**src/hw/rtl/mrw_pkg.sv**
```systemverilog
// ----------------------------------------------------------------------------
// Momentum random walk step - package
// Fixed widths, register indexes, item kinds, direction codes, weight offsets and weight values.
// ----------------------------------------------------------------------------
package mrw_pkg;

   localparam int CFG_BITS  = 16;
   localparam int RND_BITS  = 31;
   localparam int OUT_BITS  = 16;
   localparam int DIR_COUNT = 8;
   localparam int DIR_BITS  = 3;

   // configuration register indexes
   typedef enum logic [1:0] {
      CSR_GRID_COLS = 2'd0,
      CSR_GRID_ROWS = 2'd1,
      CSR_START_COL = 2'd2,
      CSR_START_ROW = 2'd3
   } csr_index_type;

   // item kinds
   localparam logic KIND_RESTART = 1'b0;
   localparam logic KIND_MOVE    = 1'b1;

   // directions, clockwise from up-left
   localparam logic [DIR_BITS-1:0] DIR_UP_LEFT    = 3'd0;
   localparam logic [DIR_BITS-1:0] DIR_UP         = 3'd1;
   localparam logic [DIR_BITS-1:0] DIR_UP_RIGHT   = 3'd2;
   localparam logic [DIR_BITS-1:0] DIR_RIGHT      = 3'd3;
   localparam logic [DIR_BITS-1:0] DIR_DOWN_RIGHT = 3'd4;
   localparam logic [DIR_BITS-1:0] DIR_DOWN       = 3'd5;
   localparam logic [DIR_BITS-1:0] DIR_DOWN_LEFT  = 3'd6;
   localparam logic [DIR_BITS-1:0] DIR_LEFT       = 3'd7;

   // offsets of a weight from the chosen direction
   localparam logic [DIR_BITS-1:0] OFF_AHEAD  = 3'd0;
   localparam logic [DIR_BITS-1:0] OFF_CW     = 3'd1;
   localparam logic [DIR_BITS-1:0] OFF_BACK_L = 3'd3;
   localparam logic [DIR_BITS-1:0] OFF_BACK   = 3'd4;
   localparam logic [DIR_BITS-1:0] OFF_BACK_R = 3'd5;
   localparam logic [DIR_BITS-1:0] OFF_CCW    = 3'd7;

   // weight values
   localparam int WEIGHT_INIT = 3;
   localparam int STEP_MAIN   = 3;
   localparam int STEP_SIDE   = 1;

endpackage

```
**src/hw/rtl/momentum_random_walk_step.sv**
```systemverilog
// ----------------------------------------------------------------------------
// Momentum random walk step - top level
// Grid walker with eight momentum weights and a serial direction picker.
// ----------------------------------------------------------------------------
// A restart beat loads the start position and resets the weights and heading;
// a move beat masks the weights and starts the remainder unit at the accepting
// edge, then takes the bit-serial remainder of random_value by the weight
// total, picks the direction, and steps and updates the weights. Either kind
// then loads the result register. A stalled earlier result delays the load.
// The block takes one item at a time and takes the next beat the cycle after
// the result is loaded. A finished result waits in the output register while
// the next item is accepted. Configuration must be written only while no item
// is in flight; the block itself does not enforce it.
module momentum_random_walk_step #(
   parameter int COORD_BITS  = 16,
   parameter int WEIGHT_BITS = 8
) (
   input  logic                         clock,
   input  logic                         reset,
   // configuration
   input  logic                         csr_wr_en,
   input  logic [1:0]                   csr_index,
   input  logic [mrw_pkg::CFG_BITS-1:0] csr_wdata,
   // request channel
   input  logic                         req_valid,
   output logic                         req_stall,
   input  logic                         req_kind,
   input  logic [mrw_pkg::RND_BITS-1:0] req_random_value,
   // response channel
   output logic                         rsp_valid,
   input  logic                         rsp_stall,
   output logic [mrw_pkg::OUT_BITS-1:0] rsp_pos_col,
   output logic [mrw_pkg::OUT_BITS-1:0] rsp_pos_row,
   output logic [mrw_pkg::DIR_BITS-1:0] rsp_heading
);

   localparam int TOTAL_BITS = WEIGHT_BITS + 3;
   localparam int CMP_BITS   = (COORD_BITS > mrw_pkg::CFG_BITS) ? COORD_BITS
                                                                : mrw_pkg::CFG_BITS;
   localparam logic [WEIGHT_BITS-1:0] WEIGHT_MAX = '1;

   typedef enum logic [2:0] {
      ST_IDLE,
      ST_DIV,
      ST_UPD,
      ST_OUT
   } state_type;

   state_type                    state_ff;
   logic [mrw_pkg::CFG_BITS-1:0] grid_cols_ff;
   logic [mrw_pkg::CFG_BITS-1:0] grid_rows_ff;
   logic [mrw_pkg::CFG_BITS-1:0] start_col_ff;
   logic [mrw_pkg::CFG_BITS-1:0] start_row_ff;
   logic [COORD_BITS-1:0]        pos_col_ff;
   logic [COORD_BITS-1:0]        pos_row_ff;
   logic [COORD_BITS-1:0]        pos_col_in;
   logic [COORD_BITS-1:0]        pos_row_in;
   logic [WEIGHT_BITS-1:0]       wgt_ff [mrw_pkg::DIR_COUNT];
   logic [WEIGHT_BITS-1:0]       wgt_mask_in [mrw_pkg::DIR_COUNT];
   logic [WEIGHT_BITS-1:0]       wgt_upd_in [mrw_pkg::DIR_COUNT];
   logic [mrw_pkg::DIR_BITS-1:0] dir_ff;
   logic [mrw_pkg::DIR_BITS-1:0] dir_in;
   logic [TOTAL_BITS-1:0]        total_in;
   logic [TOTAL_BITS-1:0]        mod_rem;
   logic                         mod_done;
   logic                         mod_start;
   logic                         req_beat;
   logic                         out_free;
   logic                         col_low;
   logic                         col_high;
   logic                         row_low;
   logic                         row_high;
   logic                         rsp_valid_ff;
   logic [mrw_pkg::OUT_BITS-1:0] rsp_pos_col_ff;
   logic [mrw_pkg::OUT_BITS-1:0] rsp_pos_row_ff;
   logic [mrw_pkg::DIR_BITS-1:0] rsp_heading_ff;

   assign req_stall = (state_ff != ST_IDLE);
   assign req_beat  = req_valid && !req_stall;
   assign mod_start = req_beat && (req_kind == mrw_pkg::KIND_MOVE);
   assign out_free  = !rsp_valid_ff || !rsp_stall;

   // configuration registers
   always_ff @(posedge clock) begin
      if (reset) begin
         grid_cols_ff <= mrw_pkg::CFG_BITS'(255);
         grid_rows_ff <= mrw_pkg::CFG_BITS'(255);
         start_col_ff <= '0;
         start_row_ff <= '0;
      end else if (csr_wr_en) begin
         case (mrw_pkg::csr_index_type'(csr_index))
            mrw_pkg::CSR_GRID_COLS: grid_cols_ff <= csr_wdata;
            mrw_pkg::CSR_GRID_ROWS: grid_rows_ff <= csr_wdata;
            mrw_pkg::CSR_START_COL: start_col_ff <= csr_wdata;
            mrw_pkg::CSR_START_ROW: start_row_ff <= csr_wdata;
            default: ;
         endcase
      end
   end

   // edge detection; the low edge wins over the high edge
   always_comb begin
      col_low  = (pos_col_ff == '0);
      row_low  = (pos_row_ff == '0);
      col_high = !col_low && (CMP_BITS'(pos_col_ff) == CMP_BITS'(grid_cols_ff));
      row_high = !row_low && (CMP_BITS'(pos_row_ff) == CMP_BITS'(grid_rows_ff));
   end

   // raise zero weights, mask off-grid directions, form the total
   always_comb begin
      total_in = '0;
      for (int i = 0; i < mrw_pkg::DIR_COUNT; i++) begin
         wgt_mask_in[i] = (wgt_ff[i] == '0) ? WEIGHT_BITS'(1) : wgt_ff[i];
      end
      if (col_low) begin
         wgt_mask_in[mrw_pkg::DIR_UP_LEFT]    = '0;
         wgt_mask_in[mrw_pkg::DIR_DOWN_LEFT]  = '0;
         wgt_mask_in[mrw_pkg::DIR_LEFT]       = '0;
      end else if (col_high) begin
         wgt_mask_in[mrw_pkg::DIR_UP_RIGHT]   = '0;
         wgt_mask_in[mrw_pkg::DIR_RIGHT]      = '0;
         wgt_mask_in[mrw_pkg::DIR_DOWN_RIGHT] = '0;
      end
      if (row_low) begin
         wgt_mask_in[mrw_pkg::DIR_UP_LEFT]    = '0;
         wgt_mask_in[mrw_pkg::DIR_UP]         = '0;
         wgt_mask_in[mrw_pkg::DIR_UP_RIGHT]   = '0;
      end else if (row_high) begin
         wgt_mask_in[mrw_pkg::DIR_DOWN_RIGHT] = '0;
         wgt_mask_in[mrw_pkg::DIR_DOWN]       = '0;
         wgt_mask_in[mrw_pkg::DIR_DOWN_LEFT]  = '0;
      end
      for (int i = 0; i < mrw_pkg::DIR_COUNT; i++) begin
         total_in = total_in + TOTAL_BITS'(wgt_mask_in[i]);
      end
   end

   // remainder of the random value by the weight total
   mrw_mod_unit #(
      .DIV_BITS (TOTAL_BITS)
   ) u_mod (
      .clock     (clock),
      .reset     (reset),
      .start     (mod_start),
      .dividend  (req_random_value),
      .divisor   (total_in),
      .done      (mod_done),
      .remainder (mod_rem)
   );

   // first prefix sum above the remainder picks the direction
   always_comb begin
      logic [TOTAL_BITS-1:0] acc;
      logic                  found;
      acc    = '0;
      found  = 1'b0;
      dir_in = mrw_pkg::DIR_LEFT;
      for (int i = 0; i < mrw_pkg::DIR_COUNT; i++) begin
         acc = acc + TOTAL_BITS'(wgt_ff[i]);
         if (!found && (mod_rem < acc)) begin
            dir_in = mrw_pkg::DIR_BITS'(i);
            found  = 1'b1;
         end
      end
   end

   // step one cell in the chosen direction
   always_comb begin
      pos_col_in = pos_col_ff;
      pos_row_in = pos_row_ff;
      if (dir_ff <= mrw_pkg::DIR_UP_RIGHT) begin
         pos_row_in = pos_row_ff - 1'b1;
      end
      if ((dir_ff >= mrw_pkg::DIR_UP_RIGHT) && (dir_ff <= mrw_pkg::DIR_DOWN_RIGHT)) begin
         pos_col_in = pos_col_ff + 1'b1;
      end
      if ((dir_ff >= mrw_pkg::DIR_DOWN_RIGHT) && (dir_ff <= mrw_pkg::DIR_DOWN_LEFT)) begin
         pos_row_in = pos_row_ff + 1'b1;
      end
      if ((dir_ff >= mrw_pkg::DIR_DOWN_LEFT) || (dir_ff == mrw_pkg::DIR_UP_LEFT)) begin
         pos_col_in = pos_col_ff - 1'b1;
      end
   end

   // reinforce ahead, weaken behind, saturating both ways
   always_comb begin
      logic [mrw_pkg::DIR_BITS-1:0] off;
      logic [WEIGHT_BITS:0]         sum;
      logic [WEIGHT_BITS-1:0]       step;
      for (int j = 0; j < mrw_pkg::DIR_COUNT; j++) begin
         off  = mrw_pkg::DIR_BITS'(j) - dir_ff;
         sum  = '0;
         step = '0;
         wgt_upd_in[j] = wgt_ff[j];
         case (off)
            mrw_pkg::OFF_AHEAD: begin
               sum = {1'b0, wgt_ff[j]} + (WEIGHT_BITS + 1)'(mrw_pkg::STEP_MAIN);
               wgt_upd_in[j] = sum[WEIGHT_BITS] ? WEIGHT_MAX : sum[WEIGHT_BITS-1:0];
            end
            mrw_pkg::OFF_CW, mrw_pkg::OFF_CCW: begin
               sum = {1'b0, wgt_ff[j]} + (WEIGHT_BITS + 1)'(mrw_pkg::STEP_SIDE);
               wgt_upd_in[j] = sum[WEIGHT_BITS] ? WEIGHT_MAX : sum[WEIGHT_BITS-1:0];
            end
            mrw_pkg::OFF_BACK: begin
               step = WEIGHT_BITS'(mrw_pkg::STEP_MAIN);
               wgt_upd_in[j] = (wgt_ff[j] > step) ? (wgt_ff[j] - step) : '0;
            end
            mrw_pkg::OFF_BACK_L, mrw_pkg::OFF_BACK_R: begin
               step = WEIGHT_BITS'(mrw_pkg::STEP_SIDE);
               wgt_upd_in[j] = (wgt_ff[j] > step) ? (wgt_ff[j] - step) : '0;
            end
            default: ;
         endcase
      end
   end

   // sequencer, walker state and result register
   always_ff @(posedge clock) begin
      if (reset) begin
         state_ff     <= ST_IDLE;
         rsp_valid_ff <= 1'b0;
         pos_col_ff   <= '0;
         pos_row_ff   <= '0;
         dir_ff       <= mrw_pkg::DIR_UP_LEFT;
         for (int i = 0; i < mrw_pkg::DIR_COUNT; i++) begin
            wgt_ff[i] <= WEIGHT_BITS'(mrw_pkg::WEIGHT_INIT);
         end
      end else begin
         // a taken result clears unless a new one loads in the same cycle
         if (rsp_valid_ff && !rsp_stall && (state_ff != ST_OUT)) begin
            rsp_valid_ff <= 1'b0;
         end
         case (state_ff)
            ST_IDLE: begin
               if (req_beat) begin
                  if (req_kind == mrw_pkg::KIND_RESTART) begin
                     pos_col_ff <= COORD_BITS'(start_col_ff);
                     pos_row_ff <= COORD_BITS'(start_row_ff);
                     dir_ff     <= mrw_pkg::DIR_UP_LEFT;
                     for (int i = 0; i < mrw_pkg::DIR_COUNT; i++) begin
                        wgt_ff[i] <= WEIGHT_BITS'(mrw_pkg::WEIGHT_INIT);
                     end
                     state_ff <= ST_OUT;
                  end else begin
                     wgt_ff   <= wgt_mask_in;
                     state_ff <= ST_DIV;
                  end
               end
            end
            ST_DIV: begin
               if (mod_done) begin
                  dir_ff   <= dir_in;
                  state_ff <= ST_UPD;
               end
            end
            ST_UPD: begin
               pos_col_ff <= pos_col_in;
               pos_row_ff <= pos_row_in;
               wgt_ff     <= wgt_upd_in;
               state_ff   <= ST_OUT;
            end
            ST_OUT: begin
               if (out_free) begin
                  rsp_valid_ff   <= 1'b1;
                  rsp_pos_col_ff <= mrw_pkg::OUT_BITS'(pos_col_ff);
                  rsp_pos_row_ff <= mrw_pkg::OUT_BITS'(pos_row_ff);
                  rsp_heading_ff <= dir_ff;
                  state_ff       <= ST_IDLE;
               end
            end
            default: state_ff <= ST_IDLE;
         endcase
      end
   end

   assign rsp_valid   = rsp_valid_ff;
   assign rsp_pos_col = rsp_pos_col_ff;
   assign rsp_pos_row = rsp_pos_row_ff;
   assign rsp_heading = rsp_heading_ff;

endmodule

```
**src/hw/rtl/mrw_mod_unit.sv**
```systemverilog
// ----------------------------------------------------------------------------
// Momentum random walk step - remainder unit
// Restoring division, one quotient bit per cycle, remainder kept.
// ----------------------------------------------------------------------------
module mrw_mod_unit #(
   parameter int DIV_BITS = 11
) (
   input  logic                         clock,
   input  logic                         reset,
   input  logic                         start,
   input  logic [mrw_pkg::RND_BITS-1:0] dividend,
   input  logic [DIV_BITS-1:0]          divisor,
   output logic                         done,
   output logic [DIV_BITS-1:0]          remainder
);

   localparam int CNT_BITS = $clog2(mrw_pkg::RND_BITS);

   logic                         busy_ff;
   logic                         done_ff;
   logic [CNT_BITS-1:0]          cnt_ff;
   logic [DIV_BITS-1:0]          rem_ff;
   logic [DIV_BITS-1:0]          rem_in;
   logic [DIV_BITS-1:0]          div_ff;
   logic [mrw_pkg::RND_BITS-1:0] num_ff;
   logic [DIV_BITS:0]            trial;
   logic [DIV_BITS:0]            diff;

   // one trial subtract per cycle
   always_comb begin
      trial  = {rem_ff, num_ff[mrw_pkg::RND_BITS-1]};
      diff   = trial - {1'b0, div_ff};
      rem_in = (trial >= {1'b0, div_ff}) ? diff[DIV_BITS-1:0] : trial[DIV_BITS-1:0];
   end

   always_ff @(posedge clock) begin
      if (reset) begin
         busy_ff <= 1'b0;
         done_ff <= 1'b0;
      end else begin
         done_ff <= 1'b0;
         if (start) begin
            busy_ff <= 1'b1;
            cnt_ff  <= CNT_BITS'(mrw_pkg::RND_BITS - 1);
            rem_ff  <= '0;
            num_ff  <= dividend;
            div_ff  <= divisor;
         end else if (busy_ff) begin
            rem_ff <= rem_in;
            num_ff <= {num_ff[mrw_pkg::RND_BITS-2:0], 1'b0};
            cnt_ff <= cnt_ff - 1'b1;
            if (cnt_ff == '0) begin
               busy_ff <= 1'b0;
               done_ff <= 1'b1;
            end
         end
      end
   end

   assign done      = done_ff;
   assign remainder = rem_ff;

endmodule

```
**config.mk**
```make
export PLATFORM = sky130hd
export DESIGN_NAME = momentum_random_walk_step
export DESIGN_NICKNAME = d
export VERILOG_FILES = /design/src/hw/rtl/mrw_pkg.sv /design/src/hw/rtl/momentum_random_walk_step.sv /design/src/hw/rtl/mrw_mod_unit.sv
export SDC_FILE = /design/constraint.sdc
export NUM_CORES = 1
export LEC_CHECK = 0
export BUFFER_PORTS_ARGS = -buffer_cell sky130_fd_sc_hd__buf_2
export CORE_MARGIN = 2
export CORE_UTILIZATION = 30
export DETAILED_ROUTE_END_ITERATION = 10
export HOLD_SLACK_MARGIN = 0.15
export PLACE_DENSITY = 0.48
export SLEW_MARGIN = 15
export SYNTH_ARGS = -nofsm -noshare
export SYNTH_HDL_FRONTEND = slang
export SYNTH_SLANG_ARGS = --single-unit
```
**constraint.sdc**
```tcl
create_clock -name clock -period 10.6 [get_ports clock]
set_input_delay 0 -clock clock [delete_from_list [all_inputs] [get_ports clock]]
set_output_delay 0 -clock clock [all_outputs]
set_load 0.02 [all_outputs]
```
==> results of run 1 <==
worst max path at each step:
stage,startpoint,end,slack [ns],cells after the start
after global routing,wgt_ff[48],dir_ff[0],2.83,31
after global placement,wgt_ff[48],dir_ff[0],3.62,31
after CTS,wgt_ff[48],dir_ff[0],3.51,31
after floorplan,wgt_ff[56],dir_ff[0],4.39,31
final,wgt_ff[48],dir_ff[0],3.50,29
after detailed placement,wgt_ff[48],dir_ff[0],3.53,31
flip-flops by register name, summed over array words and instances (netlist names):
signal           flops
grid_rows_ff        16
state_ff             2
wgt_ff              64
u_mod.busy_ff        1
u_mod.num_ff        31
start_col_ff        16
rsp_pos_col         16
start_row_ff        16
rsp_valid            1
u_mod.remainder     11
rsp_heading          3
grid_cols_ff        16
dir_ff               3
pos_row_ff          16
rsp_pos_row         16
u_mod.cnt_ff         5
u_mod.done           1
pos_col_ff          16
u_mod.div_ff        11
through the flow:
stage	setup WS, ns	cell area (sq um)	hold slack, ns
final	3.50	26300	0.201
after global routing	2.83	26300	0.232
after CTS	3.51	26300	0.176
after detailed placement	3.53	24500	0.263
after global placement	3.62	24500	0.262
after floorplan	4.39	23000	0.124
layout by cell type, fill, tap and decap left out, types with 37 or more instances in the layout:
cell             n
a211oi_1        51
a21o_1          55
a21oi_1        261
buf_2           90
clkbuf_16       37
dfxtp_1        168
dlygate4sd3_1   57
edfxtp_1        93
fa_1            56
ha_1           197
inv_1          186
nand2_1        451
nand3_1         79
nor2_1         275
nor3_1          80
o21ai_0        197
xnor2_1        100
xor2_1          54
power breakdown:
part	switching (W)	leakage (nW)	internal [W]
clock	0.000511	0.608	0.000781
sequential	0.000242	2.23	0.00127
combinational	0.00382	7.67	0.00292
total	0.00457	10.5	0.00497
critical path: cells and delay by family (launching register included):
family          cells  cell delay [ns]
compound gates     12             2.53
fa+ha+maj           7             2.43
simple gates        6             0.70
xor+xnor            4             0.69
flops               1             0.64
kinds of logic (layout without fill, tap and decap cells):
group           Yosys count  in the layout  synth area share, %
simple gates           1111           1111                 21.7
fa+ha+maj               258            258                 15.8
flops                   261            261                 26.7
mux                      26             26                 1.19
xor+xnor                159            159                 6.26
compound gates          835            835                 22.6
buf+inv                 350            435                 5.72
routing by layer:
metal	part of all wire, %	track usage (%)
met2	47	33.4
met5	0	0
met4	2.3	4.92
met3	5.3	2.65
met1	45	26.1
final cells by class:
type | count | area [sq um] | share of cell area (%)
Multi-Input combinational cell | 2389 | 15600 | 59.4
Clock inverter | 14 | 209 | 0.795
Inverter | 187 | 702 | 2.67
Sequential cell | 261 | 6160 | 23.4
Clock buffer | 52 | 1030 | 3.93
Timing Repair Buffer | 182 | 1290 | 4.90
Tap cell | 1030 | 1290 | 4.90
repair_timing:
action | CTS | global route
hold buffers | 57 | 0
setup buffers | 0 | 0
endpoints found under the hold margin | 143 | 0
==> results.yml, run 1 <==
floorplanning:
  core_area_sq_mm: 0.0759
  ios: 92
  die_y_um: 281
  die_w_um: 281
  start_util_pct: 30.3
  die_area_sq_mm: 0.0790
  row_count: 101
yosys:
  ys_ff_latch: 261
  syn_inst: 3000
  ys_async_sr_fraction_pct: 0
  synth_top_area_cell: "dfxtp_1"
  synthTopCellsByArea: "dfxtp_1, edfxtp_1, ha_1, nand2_1, a21oi_1"
  synth_edf_count: 93
  synth_commonest_cells: "nand2_1, nor2_1, a21oi_1"
  syn_nets: 3309
  synth_area_sq_mm: 0.0230
  synth-main-ff-cell: "dfxtp_1"
  ys_types: 90
  yosysWarnings: 0
  yosysMostFrequentCell: "nand2_1"
  yosysTopAreaCellShare_pct: 14.6
  yosysSeqAreaShare_pct: 26.7
  syn_avg_cell_area_sq_um: 7.68
grt:
  overflow: 0
  grt_pass1_wl_um: 123000
  grt_pass1_vias: 21100
  antenna_found_initial: 0
  grt_max_degree: 58
  grt_util_all_layers_pct: 19.6
detailed_routing:
  wl_per_cell_um: 19.1
  num_vias: 21900
  first_pass_iters: 7
  finalWirelength_um: 78600
  vias_per_cell: 5.31
  postRouteAntennaNets: 0
  drt_iter0_drc: 1639
  drc: 0
run:
  drv_cap: 0
placement:
  port_buffers: 91
  dp.cells: 3992
  dp_hpwl_um: 57300
  routabilityCongestion: 0.904
clocking:
  root_buffer: "clkbuf_16"
  cts_buffers: 36
  htree_levels: 2
  clk_latency_ns: 0.57
  clk_pin_slew_ns: 0.05
  cts.sinks: 261
  cts_resized: 0
  cts_tree: "done"
  cts.path.max_buffers: 3
finish:
  finalNetCount: 3366
  finalNonFillerCells: 4115
  drive_gt1_share_pct: 7.39
  final_util_pct: 34.6
  n_fill_cell: 8057
  n_antenna_cell: 0
  synthToLayoutAreaGrowth_pct: 14.0
timing:
  fmax_mhz: 141
  tightest_slew_ns: 1.13
  slew_headroom_pct: 24.5
  fin_setup_tns_ns: 0
  setup_violations: 0
  rsz0062_at_grt: "false"
  hold_violations: 0
  slew_violations: 0
  fin_worst_skew_ns: 0.0272
  layout_worst_path_cycle_share_pct: 67.0
  layout_min_cycle_time_ns: 7.10
worst_setup_path:
  slowest_delay_ns: 0.64
  r2r_setup_slack_ns: 3.50
  cpMostUsedCell: "ha_1"
  worstPathRequired_ns: 11.03
  end_kind: "flip-flop"
  critPathMaxFanout: 14
  regToRegEndpoint: "dir_ff[0]"
  startpoint_type: "flip-flop"
  r2r_start: "wgt_ff[48]"
  critical_path_class: "flip-flop to flip-flop"
  critical_path_arrival_ns: 7.53
  r2r.worst_path.cells: 29
  slowest_stage: "dfxtp_1"
power_and_ir_drop:
  vdd_drop_max_mv: 0.414
  p_total_w: 0.00954
  leakage_nw: 10.5
  powerDensity_mw_per_mm2: 363
min_path:
  hold_class: "primary input to flip-flop"
  whs_endpoint: "grid_cols_ff[3]"
  hp-start: "csr_wr_en"
  hold_depth: 4
run_status:
  outcome: "finished clean"
No activity file was read; power rests on OpenSTA's default activity.
==> inputs of run 2 (changes only) <==
--- a/config.mk
+++ b/config.mk
@@ -5,6 +5,7 @@
 export SDC_FILE = /design/constraint.sdc
 export NUM_CORES = 1
 export LEC_CHECK = 0
+export ABC_AREA = 1
 export BUFFER_PORTS_ARGS = -buffer_cell sky130_fd_sc_hd__buf_2
 export CORE_MARGIN = 2
 export CORE_UTILIZATION = 30
==> constraint.sdc (replaced) <==
create_clock -name clock -period 6.89 [get_ports clock]
set_input_delay 0 -clock clock [delete_from_list [all_inputs] [get_ports clock]]
set_output_delay 0 -clock clock [all_outputs]
set_load 0.02 [all_outputs]
==> run 2 against run 1 <==
Final area is 6.8% higher. Setup slack got worse by 3.1 ns. Clock skew up 0.031 ns. Synthesized cell count rose by 12%. Maximum frequency is 9.3% higher. Core utilization grew 1.5 points. Critical path type unchanged.
==> results.yml, run 2 <==
run_status:
  outcome: "finished clean"
yosys:
  synthSimpleGateAreaFrac_pct: 22.3
  yosysTopAreaCellShare_pct: 14.2
  syn_nets: 3673
  synthXorXnorAreaFrac_pct: 6.26
  synth_top_area_cell: "dfxtp_1"
  syn_avg_cell_area_sq_um: 7.03
  yosysMostFrequentCell: "nand2_1"
  synth_commonest_cells: "nand2_1, inv_1, a21oi_1"
  syn_inst: 3364
  synth_mux_area_share_pct: 0
  synthAdderAreaFrac_pct: 15.2
  synth_compound_area_share_pct: 20.5
  ys_types: 61
  ys_ff_latch: 261
  yosysWarnings: 0
  synth_edf_count: 93
  yosysSeqAreaShare_pct: 26.0
  synth_area_sq_mm: 0.0236
  synth-main-ff-cell: "dfxtp_1"
  synth_top_family_by_area: "simple AND/OR/NAND/NOR gates"
  ys_async_sr_fraction_pct: 0
  synthTopCellsByArea: "dfxtp_1, edfxtp_1, ha_1, nand2_1, inv_1"
detailed_routing:
  wl_met1_um: 39200
  num_vias: 23400
  drc: 0
  finalWirelength_um: 85200
  vias_per_cell: 5.06
  wl_met3_um: 3600
  wl_met2_um: 40700
  postRouteAntennaNets: 0
  drt_iter0_drc: 1611
  first_pass_iters: 6
  top_layer: "met4"
  wl_per_cell_um: 18.4
finish:
  finalNetCount: 3863
  reg_top3: "wgt_ff (64), u_mod.num_ff (31)"
  n_fill_cell: 8343
  final_cell_mix: "nand2_1, inv_1, a21oi_1, o21ai_0, nor2_1"
  largest_register: "wgt_ff"
  mostFrequentLayoutCell: "nand2_1"
  drive_gt1_share_pct: 11.6
  final_util_pct: 36.1
  synthToLayoutAreaGrowth_pct: 18.8
  n_antenna_cell: 0
  largest_register_ffs: 64
timing:
  setup_violations: 0
  hold_violations: 0
  slew_headroom_pct: 36.3
  tightest_slew_ns: 0.956
  fin_worst_skew_ns: 0.0581
  fmax_mhz: 154
  layout_worst_path_cycle_share_pct: 94.3
  fin_ws_ns: 0.394
  layout_min_cycle_time_ns: 6.50
  slew_violations: 0
worst_setup_path:
  end_kind: "flip-flop"
  critical_path_arrival_ns: 6.96
  startpoint_type: "flip-flop"
  cpMostUsedCell: "ha_4"
  slowest_delay_ns: 0.42
  r2r.worst_path.cells: 45
  critical_path_class: "flip-flop to flip-flop"
  critPathMaxFanout: 3
  worstPathRequired_ns: 7.35
  slowest_stage: "fa_2"
grt:
  overflow: 0
  grt_pass1_wl_um: 132000
  grt_pass1_vias: 22600
  grt_util_all_layers_pct: 20.5
  antenna_found_initial: 2
  grt_max_degree: 87
clocking:
  clk_latency_ns: 0.59
  root_buffer: "clkbuf_16"
  clk_pin_slew_ns: 0.08
  cts_tree: "done"
  cts.sinks: 261
  htree_levels: 2
  cts_buffers: 35
  cts.path.max_buffers: 3
floorplanning:
  die_y_um: 285
  row_count: 102
  die_area_sq_mm: 0.0810
  ios: 92
  start_util_pct: 30.4
  die_w_um: 285
  core_area_sq_mm: 0.0777
min_path:
  hold_class: "primary input to flip-flop"
  hold_depth: 4
run:
  drv_cap: 0
placement:
  dp_hpwl_um: 64000
  port_buffers: 91
  routabilityCongestion: 0.922
  dp_slack_ns: -0.00640
==> run 2: cell count changes after synthesis, moves of 52 or more <==
cell and delta:
xnor2_1 -59, o21ai_0 +91, nand3_1 +71, clkbuf_1 -64, a21o_1 -52, nand2_1 +194, inv_1 +277, a21oi_1 +60
xor2_1 +74
==> run 2: cell type report <==
class                   instances  area [sq um]  area share (%)
multi-input cells            2506         15700            55.9
flip-flops and latches        261          6160            21.9
repair buffers                263          1900            6.76
inverters                     487          1830            6.53
well taps                    1040          1300            4.64
clock buffers                  44           970            3.45
clock inverters                19           219           0.780
==> run 2: routing by layer <==
metal	vias to the layer above	track usage [%]
li1	11700	-
met1	11000	27.4
met2	588	35.4
met3	99	2.06
met4	0	4.93
met5	-	0
==> run 2: worst paths after layout <==
check | startpoint | endpoint | slack, ns
setup reg to reg | wgt_ff[48] | dir_ff[0] | 0.39
hold reg to reg | start_row_ff[6] | start_row_ff[6] | 0.44
setup / recovery | wgt_ff[48] | dir_ff[0] | 0.39
hold / removal | csr_wdata[3] | grid_rows_ff[3] | 0.26
==> run 2: what timing repair did <==
action,in CTS,in global routing
setup buffers,0,14
setup endpoints to repair,0,2
hold endpoints to repair,142,0
hold buffers,60,0
resized for setup,0,84
==> run 2: cell families after synthesis <==
logic type,Yosys count
compound gates,848
xor+xnor,169
fa+ha+maj,254
simple gates,1235
flops,261
buf+inv,597
==> run 2: critical path, delay by kind of cell (launching register included) <==
family / cells / cell delay [ns]
AO/OA/AOI/OAI: 10 / 1.16
XOR/XNOR: 3 / 0.51
adder cells (fa/ha/maj): 8 / 2.15
buffers and inverters: 9 / 0.78
flip-flops: 1 / 0.34
AND/OR/NAND/NOR: 15 / 1.47
==> run 2: per-stage QoR <==
step                       TNS, ns  hold WS (ns)  std cells  cell area [sq um]
final                            0         0.261       4620              28100
after global routing       -0.0577         0.260       4620              28100
after global placement           0         0.272       4483              25700
after detailed placement  -0.00640         0.278       4483              25700
after floorplan                  0         0.113       3364              23600
after CTS                        0         0.233       4606              27500
Power of run 2 is left out: the tool's default activity adds up to more than one toggle a clock period on the data nets, which glitch-free logic cannot reach.
==> inputs of run 3 (changes only) <==
--- a/config.mk
+++ b/config.mk
@@ -6,12 +6,12 @@
 export NUM_CORES = 1
 export LEC_CHECK = 0
 export ABC_AREA = 1
-export BUFFER_PORTS_ARGS = -buffer_cell sky130_fd_sc_hd__buf_2
 export CORE_MARGIN = 2
 export CORE_UTILIZATION = 30
 export DETAILED_ROUTE_END_ITERATION = 10
+export DONT_BUFFER_PORTS = 1
 export HOLD_SLACK_MARGIN = 0.15
-export PLACE_DENSITY = 0.48
+export PLACE_DENSITY = 0.47
 export SLEW_MARGIN = 15
 export SYNTH_ARGS = -nofsm -noshare
 export SYNTH_HDL_FRONTEND = slang
==> run 3 against run 2 <==
Setup slack gained 0.038 ns. Non-clock buffer count fell by 101. Register-to-register slack improved by 0.04 ns. Hold slack lost 0.082 ns. Wire length grew 0.79%. Global-route usage is 0.28 points higher. Flip-flop and latch count is the same. Core utilization fell by 0.80 points. Via count down 1.1%. Die area is the same. Highest routed layer unchanged.
==> results.yml, run 3 (synthesis gave the netlist of run 2 again) <==
run_status:
  outcome: "finished clean"
finish:
  synthToLayoutAreaGrowth_pct: 16.2
  finalNetCount: 3763
  mostFrequentLayoutCell: "nand2_1"
  largest_register: "wgt_ff"
  design_area_sq_mm: 0.0275
  reg_top3: "wgt_ff (64), u_mod.num_ff (31)"
  largest_register_ffs: 64
  n_fill_cell: 8416
  final_util_pct: 35.3
  final_cell_mix: "nand2_1, inv_1, a21oi_1, o21ai_0, nor2_1"
  drive_gt1_share_pct: 7.96
run:
  drv_cap: 0
min_path:
  hold_class: "primary input to flip-flop"
floorplanning:
  ios: 92
  die_area_sq_mm: 0.0810
  start_util_pct: 30.4
  die_w_um: 285
  die_y_um: 285
  row_count: 102
  core_area_sq_mm: 0.0777
detailed_routing:
  wl_per_cell_um: 19.0
  finalWirelength_um: 85900
  drc: 0
  postRouteAntennaNets: 0
  drt_iter0_drc: 1542
  num_vias: 23100
  first_pass_iters: 5
  vias_per_cell: 5.12
clocking:
  cts.path.max_buffers: 3
  cts_buffers: 36
  root_buffer: "clkbuf_16"
  cts_tree: "done"
  htree_levels: 2
  clk_latency_ns: 0.56
  cts.sinks: 261
  clk_pin_slew_ns: 0.06
grt:
  use_met1_pct: 26.7
  grt_pass1_vias: 22600
  grt.met2_usage_pct: 34.4
  busiest_layer: "met2"
  grt_util_all_layers_pct: 20.8
  antenna_found_initial: 1
  grt_pass1_wl_um: 132000
  grt_max_degree: 71
  overflow: 0
  grt_util_met3_pct: 3.07
worst_setup_path:
  slowest_stage: "fa_2"
  r2r_setup_slack_ns: 0.43
  worstPathRequired_ns: 7.31
  slowest_delay_ns: 0.38
  startpoint_type: "flip-flop"
  critical_path_arrival_ns: 6.88
  end_kind: "flip-flop"
  critical_path_class: "flip-flop to flip-flop"
  critPathMaxFanout: 5
placement:
  port_buffers: 0
  dp_hpwl_um: 64000
  placed_area_sq_mm: 0.0252
  routabilityCongestion: 0.948
timing:
  slew_violations: 0
  layout_worst_path_cycle_share_pct: 93.7
  layout_min_cycle_time_ns: 6.46
  hold_violations: 0
  fmax_mhz: 155
  fin_worst_skew_ns: 0.0191
  slew_headroom_pct: 29.9
  tightest_slew_ns: 1.05
  setup_violations: 0
## run 3: final timing paths
check,to,from,cells past startpoint
max,dir_ff[0],wgt_ff[48],44
max reg2reg,dir_ff[0],wgt_ff[48],44
min reg2reg,start_col_ff[11],start_col_ff[11],2
min,u_mod.num_ff[9],req_random_value[9],3
## run 3: metrics by stage
stage                     setup slack [ns]  std cells  hold WS, ns  setup TNS (ns)
after floorplan                      0.493       3364        0.113               0
after global placement              0.0776       4374       0.0839               0
after detailed placement           -0.0386       4374       0.0817         -0.0386
after CTS                           0.0417       4505        0.150               0
after global routing               -0.0403       4523        0.183         -0.0403
final                                0.431       4524        0.178               0
## run 3: routing by layer
| layer | wire length (um) | part of all wire (%) |
|---|---|---|
| met1 | 37600 | 44 |
| met2 | 39400 | 46 |
| met3 | 4770 | 5.6 |
| met4 | 4110 | 4.8 |
| met5 | 0 | 0 |
## run 3: critical path, delay by kind of cell, from the launching register on
family / cells / cell delay [ns]
xor+xnor: 4 / 0.74
compound gates: 9 / 1.14
flops: 1 / 0.31
fa+ha+maj: 8 / 2.24
buf+inv: 7 / 0.60
simple gates: 16 / 1.29
## run 3: cell type report
cell class,count,area [sq um],area share (%)
clock buffer,48,1020,3.71
tap,1040,1300,4.74
timing repair buffer,162,1410,5.13
inverter,487,1830,6.67
clock inverter,17,219,0.798
multi-input combinational,2506,15500,56.5
sequential,261,6160,22.4
antenna,3,7.51,0.0273
## run 3: timing repair
item | 4_1_cts | 5_1_grt
gates cloned | 0 | 0
hold buffers | 66 | 4
setup endpoints to repair | 1 | 2
gates resized for setup | 1 | 46
buffers inserted | 0 | 12
endpoints found under the hold margin | 250 | 16
pin swaps | 0 | 29
Power of run 3 is left out for the same reason.
